--- config.mk ---
export PLATFORM = sky130hd
export DESIGN_NAME = sorted_static_linked_list
export DESIGN_NICKNAME = d
export VERILOG_FILES = /design/src/ssll_pkg.sv /design/src/ssll_ram.sv /design/src/sorted_static_linked_list.sv
export SDC_FILE = /design/constraint.sdc
export NUM_CORES = 2
export LEC_CHECK = 0
export BUFFER_PORTS_ARGS = -buffer_cell sky130_fd_sc_hd__buf_2
export CORE_MARGIN = 8
export CORE_UTILIZATION = 63
export CTS_CLUSTER_SIZE = 8
export DETAILED_ROUTE_END_ITERATION = 12
export GPL_ROUTABILITY_DRIVEN = 0
export MAX_ROUTING_LAYER = met4
export PLACE_DENSITY_LB_ADDON = 0.3
export SYNTH_ARGS = -nofsm -noshare
export SYNTH_HDL_FRONTEND = slang
export SYNTH_HIERARCHICAL = 1
export SYNTH_SLANG_ARGS = --single-unit
--- constraint.sdc ---
create_clock -name clk -period 6.1 [get_ports clk]
set_input_delay 1.22 -clock clk [delete_from_list [all_inputs] [get_ports clk]]
set_output_delay 1.22 -clock clk [all_outputs]
set_load 0.005 [all_outputs]
--- src/ssll_pkg.sv ---
// Package of shared constants, types and helpers for the sorted static linked list.
`timescale 1ns / 1ps

package ssll_pkg;

	localparam int SLOTS    = 64;
	localparam int KEY_BITS = 32;
	localparam int SLOT_W   = $clog2(SLOTS);
	localparam int LINK_W   = $clog2(SLOTS + 1);

	// The code SLOTS marks the end of a chain.
	localparam logic [LINK_W-1:0] NONE_LINK = LINK_W'(SLOTS);

	typedef enum logic [1:0] {
		REQ_INSERT = 2'd0,
		REQ_DELETE = 2'd1,
		REQ_SEARCH = 2'd2,
		REQ_CLEAR  = 2'd3
	} req_t;

	typedef enum logic [1:0] {
		ST_OK     = 2'd0,
		ST_FULL   = 2'd1,
		ST_DUP    = 2'd2,
		ST_ABSENT = 2'd3
	} status_t;

	typedef enum logic [2:0] {
		S_IDLE,
		S_WALK,
		S_INS_FREE,
		S_INS_PREV,
		S_DEL_PREV,
		S_DEL_FREE,
		S_DONE
	} state_t;

	// Link of a slot that has not been written since reset or clear.
	function automatic logic [LINK_W-1:0] link_reset(input logic [SLOT_W-1:0] s);
		logic [LINK_W-1:0] r;
		if (s == SLOT_W'(SLOTS - 1)) begin
			r = NONE_LINK;
		end else begin
			r = LINK_W'(s) + LINK_W'(1);
		end
		return r;
	endfunction

endpackage

--- src/ssll_ram.sv ---
// Generic single-port-write, single-port-read RAM with a registered read.
`timescale 1ns / 1ps

module ssll_ram #(
	parameter int WIDTH = 8,
	parameter int DEPTH = 64
) (
	input  logic                     clk,
	input  logic                     we,
	input  logic [$clog2(DEPTH)-1:0] waddr,
	input  logic [WIDTH-1:0]         wdata,
	input  logic [$clog2(DEPTH)-1:0] raddr,
	output logic [WIDTH-1:0]         rdata
);

	logic [WIDTH-1:0] mem [DEPTH];

	always_ff @(posedge clk) begin
		if (we) begin
			mem[waddr] <= wdata;
		end
		rdata <= mem[raddr];
	end

endmodule

--- src/sorted_static_linked_list.sv ---
// Top level of the sorted static linked list: control sequencer, walk logic and memories.
`timescale 1ns / 1ps

// This block keeps a list of unique signed 32-bit keys in ascending order across 64 fixed
// slots, with the unused slots chained into a free list. A request carries its kind on
// s_tuser (insert, delete, search or clear) and the key on s_tdata; each request yields
// exactly one result with a status, the slot concerned and the element count after the
// request. The keys and the links sit in two RAMs with a registered read, and the walk
// follows the links at one slot per clock, because each read address is the link just
// read from the link RAM. A request therefore passes through acceptance, the walk over
// the links, one or two link updates for an insert or a delete, and the output
// register; clear and an insert into a full list skip the walk and the link updates.
// The block takes one request at a time, but a finished result waits in an output
// register, so a new request can be accepted while the previous result has not yet been
// taken. Links of slots not written since reset or the last clear read as their initial
// chain through valid bits, so neither reset nor clear needs a sweep over the memory.
module sorted_static_linked_list (
	input  logic        clk,
	input  logic        arst_n,
	input  logic        s_tvalid,
	output logic        s_tready,
	input  logic [31:0] s_tdata,  // [31:0] key (signed)
	input  logic [1:0]  s_tuser,  // [1:0] req_type
	output logic        m_tvalid,
	input  logic        m_tready,
	output logic [15:0] m_tdata   // [1:0] status, [7:2] slot, [14:8] element_count, [15] zero
);

	localparam int SLOT_W   = ssll_pkg::SLOT_W;
	localparam int LINK_W   = ssll_pkg::LINK_W;
	localparam int KEY_BITS = ssll_pkg::KEY_BITS;

	ssll_pkg::state_t state_q, state_d;

	// List bookkeeping, all in registers.
	logic [LINK_W-1:0]      list_head_q;
	logic [LINK_W-1:0]      free_head_q;
	logic [LINK_W-1:0]      count_q;
	logic [ssll_pkg::SLOTS-1:0] link_valid_q;

	// Request being served and the walk position.
	ssll_pkg::req_t         req_q;
	logic signed [KEY_BITS-1:0] key_q;
	logic [LINK_W-1:0]      cur_q;
	logic [LINK_W-1:0]      prev_q;
	logic [LINK_W-1:0]      steps_q;
	logic [LINK_W-1:0]      link_cur_q;
	ssll_pkg::status_t      status_q;
	logic [SLOT_W-1:0]      slot_q;

	// Output register.
	logic                   m_tvalid_q;
	logic [15:0]            m_tdata_q;

	// Memory ports.
	logic [SLOT_W-1:0]      rd_addr;
	logic [SLOT_W-1:0]      rd_addr_s1;
	logic                   rd_lvalid_s1;
	logic [KEY_BITS-1:0]    key_ram_q;
	logic [LINK_W-1:0]      link_ram_q;
	logic [LINK_W-1:0]      link_rd;
	logic                   link_we;
	logic [SLOT_W-1:0]      link_waddr;
	logic [LINK_W-1:0]      link_wdata;
	logic                   key_we;

	logic accept;
	logic out_free;
	logic walk_end_none;
	logic key_less;
	logic found;
	logic advance;
	logic prev_none;
	logic free_empty;

	assign s_tready = (state_q == ssll_pkg::S_IDLE);
	assign accept   = s_tvalid && s_tready;
	assign out_free = !m_tvalid_q || m_tready;
	assign m_tvalid = m_tvalid_q;
	assign m_tdata  = m_tdata_q;

	// A link that has not been written since reset or clear reads as its initial value.
	assign link_rd = rd_lvalid_s1 ? link_ram_q : ssll_pkg::link_reset(rd_addr_s1);

	// The walk stops on an end-of-chain link or after visiting every slot. Otherwise the
	// key of the current slot is at the RAM output and decides whether to move on.
	assign walk_end_none = (cur_q >= LINK_W'(ssll_pkg::SLOTS))
		|| (steps_q >= LINK_W'(ssll_pkg::SLOTS));
	assign key_less   = $signed(key_ram_q) < key_q;
	assign advance    = !walk_end_none && key_less;
	assign found      = !walk_end_none && ($signed(key_ram_q) == key_q);
	assign prev_none  = (prev_q == ssll_pkg::NONE_LINK);
	assign free_empty = (free_head_q == ssll_pkg::NONE_LINK);

	ssll_ram #(
		.WIDTH(KEY_BITS),
		.DEPTH(ssll_pkg::SLOTS)
	) u_key_ram (
		.clk  (clk),
		.we   (key_we),
		.waddr(free_head_q[SLOT_W-1:0]),
		.wdata(key_q),
		.raddr(rd_addr),
		.rdata(key_ram_q)
	);

	ssll_ram #(
		.WIDTH(LINK_W),
		.DEPTH(ssll_pkg::SLOTS)
	) u_link_ram (
		.clk  (clk),
		.we   (link_we),
		.waddr(link_waddr),
		.wdata(link_wdata),
		.raddr(rd_addr),
		.rdata(link_ram_q)
	);

	// Next state.
	always_comb begin
		state_d = state_q;
		unique case (state_q)
			ssll_pkg::S_IDLE: begin
				if (accept) begin
					if (ssll_pkg::req_t'(s_tuser) == ssll_pkg::REQ_CLEAR) begin
						state_d = ssll_pkg::S_DONE;
					end else if (ssll_pkg::req_t'(s_tuser) == ssll_pkg::REQ_INSERT
						&& free_empty) begin
						state_d = ssll_pkg::S_DONE;
					end else begin
						state_d = ssll_pkg::S_WALK;
					end
				end
			end
			ssll_pkg::S_WALK: begin
				if (!advance) begin
					unique case (req_q)
						ssll_pkg::REQ_INSERT: begin
							state_d = found ? ssll_pkg::S_DONE : ssll_pkg::S_INS_FREE;
						end
						ssll_pkg::REQ_DELETE: begin
							if (!found) begin
								state_d = ssll_pkg::S_DONE;
							end else if (prev_none) begin
								state_d = ssll_pkg::S_DEL_FREE;
							end else begin
								state_d = ssll_pkg::S_DEL_PREV;
							end
						end
						default: begin
							state_d = ssll_pkg::S_DONE;
						end
					endcase
				end
			end
			ssll_pkg::S_INS_FREE: begin
				state_d = prev_none ? ssll_pkg::S_DONE : ssll_pkg::S_INS_PREV;
			end
			ssll_pkg::S_INS_PREV: state_d = ssll_pkg::S_DONE;
			ssll_pkg::S_DEL_PREV: state_d = ssll_pkg::S_DEL_FREE;
			ssll_pkg::S_DEL_FREE: state_d = ssll_pkg::S_DONE;
			ssll_pkg::S_DONE: begin
				if (out_free) begin
					state_d = ssll_pkg::S_IDLE;
				end
			end
			default: state_d = ssll_pkg::S_IDLE;
		endcase
	end

	// Memory controls. While walking, the next read address is the link just read, so the
	// walk advances one slot per cycle; when it stops, the free head is read for an insert.
	always_comb begin
		rd_addr    = list_head_q[SLOT_W-1:0];
		link_we    = 1'b0;
		link_waddr = prev_q[SLOT_W-1:0];
		link_wdata = link_cur_q;
		key_we     = 1'b0;
		unique case (state_q)
			ssll_pkg::S_WALK: begin
				rd_addr = advance ? link_rd[SLOT_W-1:0] : free_head_q[SLOT_W-1:0];
			end
			ssll_pkg::S_INS_FREE: begin
				link_we    = 1'b1;
				link_waddr = free_head_q[SLOT_W-1:0];
				link_wdata = cur_q;
				key_we     = 1'b1;
			end
			ssll_pkg::S_INS_PREV: begin
				link_we    = 1'b1;
				link_wdata = LINK_W'(slot_q);
			end
			ssll_pkg::S_DEL_PREV: begin
				link_we = 1'b1;
			end
			ssll_pkg::S_DEL_FREE: begin
				link_we    = 1'b1;
				link_waddr = cur_q[SLOT_W-1:0];
				link_wdata = free_head_q;
			end
			default: begin
			end
		endcase
	end

	// Read-side pipeline: address and valid bit travel alongside the RAM read.
	always_ff @(posedge clk) begin
		rd_addr_s1   <= rd_addr;
		rd_lvalid_s1 <= link_valid_q[rd_addr];
	end

	// Control state.
	always_ff @(posedge clk or negedge arst_n) begin
		if (!arst_n) begin
			state_q      <= ssll_pkg::S_IDLE;
			list_head_q  <= ssll_pkg::NONE_LINK;
			free_head_q  <= '0;
			count_q      <= '0;
			link_valid_q <= '0;
			m_tvalid_q   <= 1'b0;
		end else begin
			state_q <= state_d;
			if (link_we) begin
				link_valid_q[link_waddr] <= 1'b1;
			end
			unique case (state_q)
				ssll_pkg::S_IDLE: begin
					if (accept && ssll_pkg::req_t'(s_tuser) == ssll_pkg::REQ_CLEAR) begin
						list_head_q  <= ssll_pkg::NONE_LINK;
						free_head_q  <= '0;
						count_q      <= '0;
						link_valid_q <= '0;
					end
				end
				ssll_pkg::S_WALK: begin
					if (!advance && req_q == ssll_pkg::REQ_DELETE && found && prev_none) begin
						list_head_q <= link_rd;
					end
				end
				ssll_pkg::S_INS_FREE: begin
					free_head_q <= link_rd;
					count_q     <= count_q + LINK_W'(1);
					if (prev_none) begin
						list_head_q <= free_head_q;
					end
				end
				ssll_pkg::S_DEL_FREE: begin
					free_head_q <= cur_q;
					if (count_q != '0) begin
						count_q <= count_q - LINK_W'(1);
					end
				end
				default: begin
				end
			endcase
			if (state_q == ssll_pkg::S_DONE && out_free) begin
				m_tvalid_q <= 1'b1;
			end else if (m_tready) begin
				m_tvalid_q <= 1'b0;
			end
		end
	end

	// Request and walk registers.
	always_ff @(posedge clk) begin
		unique case (state_q)
			ssll_pkg::S_IDLE: begin
				if (accept) begin
					req_q    <= ssll_pkg::req_t'(s_tuser);
					key_q    <= s_tdata;
					cur_q    <= list_head_q;
					prev_q   <= ssll_pkg::NONE_LINK;
					steps_q  <= '0;
					slot_q   <= '0;
					status_q <= (ssll_pkg::req_t'(s_tuser) == ssll_pkg::REQ_INSERT && free_empty)
						? ssll_pkg::ST_FULL : ssll_pkg::ST_OK;
				end
			end
			ssll_pkg::S_WALK: begin
				if (advance) begin
					prev_q  <= cur_q;
					cur_q   <= link_rd;
					steps_q <= steps_q + LINK_W'(1);
				end else begin
					link_cur_q <= link_rd;
					if (req_q == ssll_pkg::REQ_INSERT) begin
						if (found) begin
							status_q <= ssll_pkg::ST_DUP;
						end
					end else if (!found) begin
						status_q <= ssll_pkg::ST_ABSENT;
					end else if (req_q == ssll_pkg::REQ_SEARCH) begin
						slot_q <= cur_q[SLOT_W-1:0];
					end
				end
			end
			ssll_pkg::S_INS_FREE: begin
				slot_q <= free_head_q[SLOT_W-1:0];
			end
			ssll_pkg::S_DEL_FREE: begin
				slot_q <= cur_q[SLOT_W-1:0];
			end
			ssll_pkg::S_DONE: begin
				if (out_free) begin
					m_tdata_q <= {1'b0, count_q, slot_q, status_q};
				end
			end
			default: begin
			end
		endcase
	end

`ifndef NO_ASSERTIONS
	// The free chain is empty exactly when every slot holds a key.
	a_free_vs_count: assert property (@(posedge clk) disable iff (!arst_n)
		(free_head_q == ssll_pkg::NONE_LINK) == (count_q == LINK_W'(ssll_pkg::SLOTS)))
		else $error("free chain and element count disagree");

	// A clear request leaves an empty list and a full free chain behind it.
	a_clear: assert property (@(posedge clk) disable iff (!arst_n)
		(accept && ssll_pkg::req_t'(s_tuser) == ssll_pkg::REQ_CLEAR) |=>
		(list_head_q == ssll_pkg::NONE_LINK && count_q == '0 && free_head_q == '0))
		else $error("clear did not reset the list");

	// A refused request always reports slot zero.
	a_slot_zero: assert property (@(posedge clk) disable iff (!arst_n)
		(m_tvalid_q && m_tdata_q[1:0] != ssll_pkg::ST_OK) |-> (m_tdata_q[7:2] == '0))
		else $error("refused request reports a slot");

	// The walk never goes beyond one visit per slot.
	a_walk_bound: assert property (@(posedge clk) disable iff (!arst_n)
		(state_q == ssll_pkg::S_WALK) |-> (steps_q <= LINK_W'(ssll_pkg::SLOTS)))
		else $error("walk exceeded the slot count");
`endif

endmodule

==> run_results.csv <==
group,metric,value,unit
outcome,status,"completed",
setup_path,crit_arrival,6.62,ns
yosys,synth_edf_count,2581,
pwr,power.ir.vdd_worst,701,uV
die,core_area,0.167,sq mm
clock_network,clkSlewWorstSetupHoldPaths,0.05,ns
global_routing,met3_usage,0.0803,
yosys,ys_types,79,
min_path,hold_path.class,"flip-flop to flip-flop",
clock_network,cts_setup_buffers,0,
yosys,synthCells,5024,
yosys,syn_nets,5102,
yosys,synth_most_common_cell,"edfxtp_1",
yosys,synthArstFlopShare,0.0328,
yosys,ys_ff_latch,2716,
yosys,synthTopCellsByArea,"edfxtp_1, mux4_2, dfrtp_1, mux2i_1, nor2_1",
sta,hold_viol_final,0,
detailed_routing,vias,57266,
pwr,leakage,38.1,nW
min_path,hold_depth,0,
yosys,ys_seq_area_frac,0.766,
detailed_routing,finalWirelength,304000,microns
setup_path,path_max_fanout,49,
clock_network,cts_buffers,389,
place,dpl_worst_slack,0.827,ns
detailed_routing,vias_per_cell,7.31,
global_routing,grt_pass1_wl,429000,microns
setup_path,criticalPathCategory,"flip-flop to flip-flop",
die,ios,56,
place,port_buffers,54,
detailed_routing,drc,0,
sta,fin_skew,0.0899,ns
detailed_routing,drt_first_iter_violations,9919,
yosys,netlist_area,0.105,sq mm
setup_path,start_kind,"flip-flop",
run,maxCapViolations,0,
setup_path,cp.required,6.91,ns
detailed_routing,wire_per_inst,38.8,microns
detailed_routing,antenna_left,0,
sta,slew_violations,0,
cells_and_area,fin_cells,7839,
cells_and_area,area_growth,14.3,%
yosys,yosys_warnings,6,
pwr,power_density,517,mW/mm^2
clock_network,root_buffer,"clkbuf_16",
yosys,ys_top_cells_by_count,"edfxtp_1, mux4_2, nor2_1",
clock_network,clk_latency,0.97,ns
sta,relSlewSlack,0.0864,
place,hpwl,162000,microns
sta,rsz0062_at_grt,"false",
global_routing,met1_usage,0.411,
clock_network,cts_tree,"yes",
sta,period_needed,5.81,ns
sta,setup_slack,0.286,ns
sta,whs,0.418,ns
die,die_w,425,microns
place,dpl-instance-area,0.110,sq mm
sta,max_freq,0.172,GHz
clock_network,cts_resized,0,
cells_and_area,n_fill_cell,8884,
global_routing,grt_pass1_vias,58540,
global_routing,grt_util_met2,0.542,
setup_path,worstRegToRegCells,17,
pwr,p_total,62.3,mW
die,rows,150,
sta,post-route-period-util,0.953,
place,post-place-cells,7267,
cells_and_area,drive_gt1_frac,0.261,
sta,setup_tns,0,ns
yosys,synth-main-ff-cell,"edfxtp_1",
yosys,syn_area_per_cell,21.0,sq um
clock_network,cts_sinks,2716,
global_routing,grt-ovfl-total,0,
die,fp.dieH,425,microns
global_routing,grt_antenna_before_repair,14,
cells_and_area,fin_util,0.722,
cells_and_area,design_area,0.120,sq mm
yosys,yosysTopAreaCell,"edfxtp_1",
cells_and_area,final_nets,5532,
die,start_util,0.632,
clock_network,cts_hold_buf,0,
global_routing,top_usage_layer,"met2",
yosys,synth_top_cell_area_share,0.736,
detailed_routing,drt_pass1_iterations,6,
sta,worst_pin_slew,1.37,ns
clock_network,clockBufferDepth,4,
die,dieArea,0.180,sq mm
global_routing,grt_max_degree,92,
setup_path,cp-end-kind,"flip-flop",
sta,setup_viol,0,
global_routing,grt_use_total,0.346,
clock_network,cts_htree_levels,5,
layout by cell type, fill, tap and decap left out, types with 63 or more instances in the layout:
cell type / count
nor2_1: 266
mux4_2: 656
buf_4: 229
dfrtp_1: 88
nor2_4: 63
nand2_1: 90
edfxtp_1: 2581
mux2i_1: 165
a21oi_1: 160
clkbuf_16: 392
clkbuf_1: 160
o22ai_1: 108
layout make-up:
| class | count | area, sq um | share of cell area |
|---|---|---|---|
| Multi-Input combinational cell | 1983 | 23600 | 0.197 |
| Clock inverter | 8 | 128 | 0.00106 |
| Timing Repair Buffer | 307 | 2480 | 0.0207 |
| Sequential cell | 2716 | 80700 | 0.670 |
| Tap cell | 2204 | 2760 | 0.0229 |
| Clock buffer | 552 | 10400 | 0.0865 |
| Antenna cell | 12 | 30.0 | 0.000250 |
| Inverter | 57 | 221 | 0.00184 |
flip-flops by register name, indices dropped and copies added, names as in the netlist, 2 cells and up:
register / count
u_link_ram/mem: 448
list_head_q: 7
prev_q: 7
link_valid_q: 64
count_q: 7
m_tdata: 15
rd_addr_s1: 6
status_q: 2
u_key_ram/mem: 2048
u_link_ram/rdata: 7
state_q: 3
req_q: 2
slot_q: 6
key_q: 32
cur_q: 7
free_head_q: 7
u_key_ram/rdata: 32
link_cur_q: 7
steps_q: 7
cells by family (layout without fill, tap and decap cells):
group / count (synthesis) / count (layout) / share of synthesized area
mux: 830 / 830 / 0.157
compound gates: 484 / 484 / 0.0299
flops: 2716 / 2716 / 0.766
xor+xnor: 14 / 14 / 0.00116
fa+ha+maj: 40 / 40 / 0.00482
simple gates: 614 / 614 / 0.0266
other cells: 1 / 13 / 0.0000356
buf+inv: 325 / 924 / 0.0147
report_power, final:
group,internal (mW),switching (mW)
clock,11.6,7.59
combinational,7.27,12.3
sequential,22.8,0.736
total,41.7,20.6
worst paths after layout:
path,startpoint,to,slack [ns]
max in group asynchronous,arst_n,link_valid_q[20],4.83
setup / recovery,u_key_ram/rdata[26],u_key_ram/rdata[12],0.29
hold / removal,status_q[0],m_tdata[0],0.42
min in group asynchronous,arst_n,link_valid_q[17],0.52
hold reg to reg,status_q[0],m_tdata[0],0.42
setup reg to reg,u_key_ram/rdata[26],u_key_ram/rdata[12],0.29
per-layer routing:
metal / vias up / routed length (microns)
met1: 29185 / 95700
met3: 1286 / 37300
li1: 21722 / -
met5: - / 0
met2: 5073 / 146000
met4: 0 / 24800
critical path: stages, from the launching register on:
cell and delay [ns]:
dfxtp_1 0.44, ha_1 0.38, nand4_1 0.48, nor3_1 0.39, a22oi_1 0.19, a21bo_1 0.22, and4_1 0.27, a21oi_1 0.23
o21ai_4 0.12, inv_8 0.47, buf_12 0.31, buf_4 0.37, buf_4 0.26, mux4_2 0.52, o221ai_1 0.25, a21oi_1 0.13
a21oi_1 0.44, nor2_1 0.09
No activity file was read; power rests on OpenSTA's default activity.
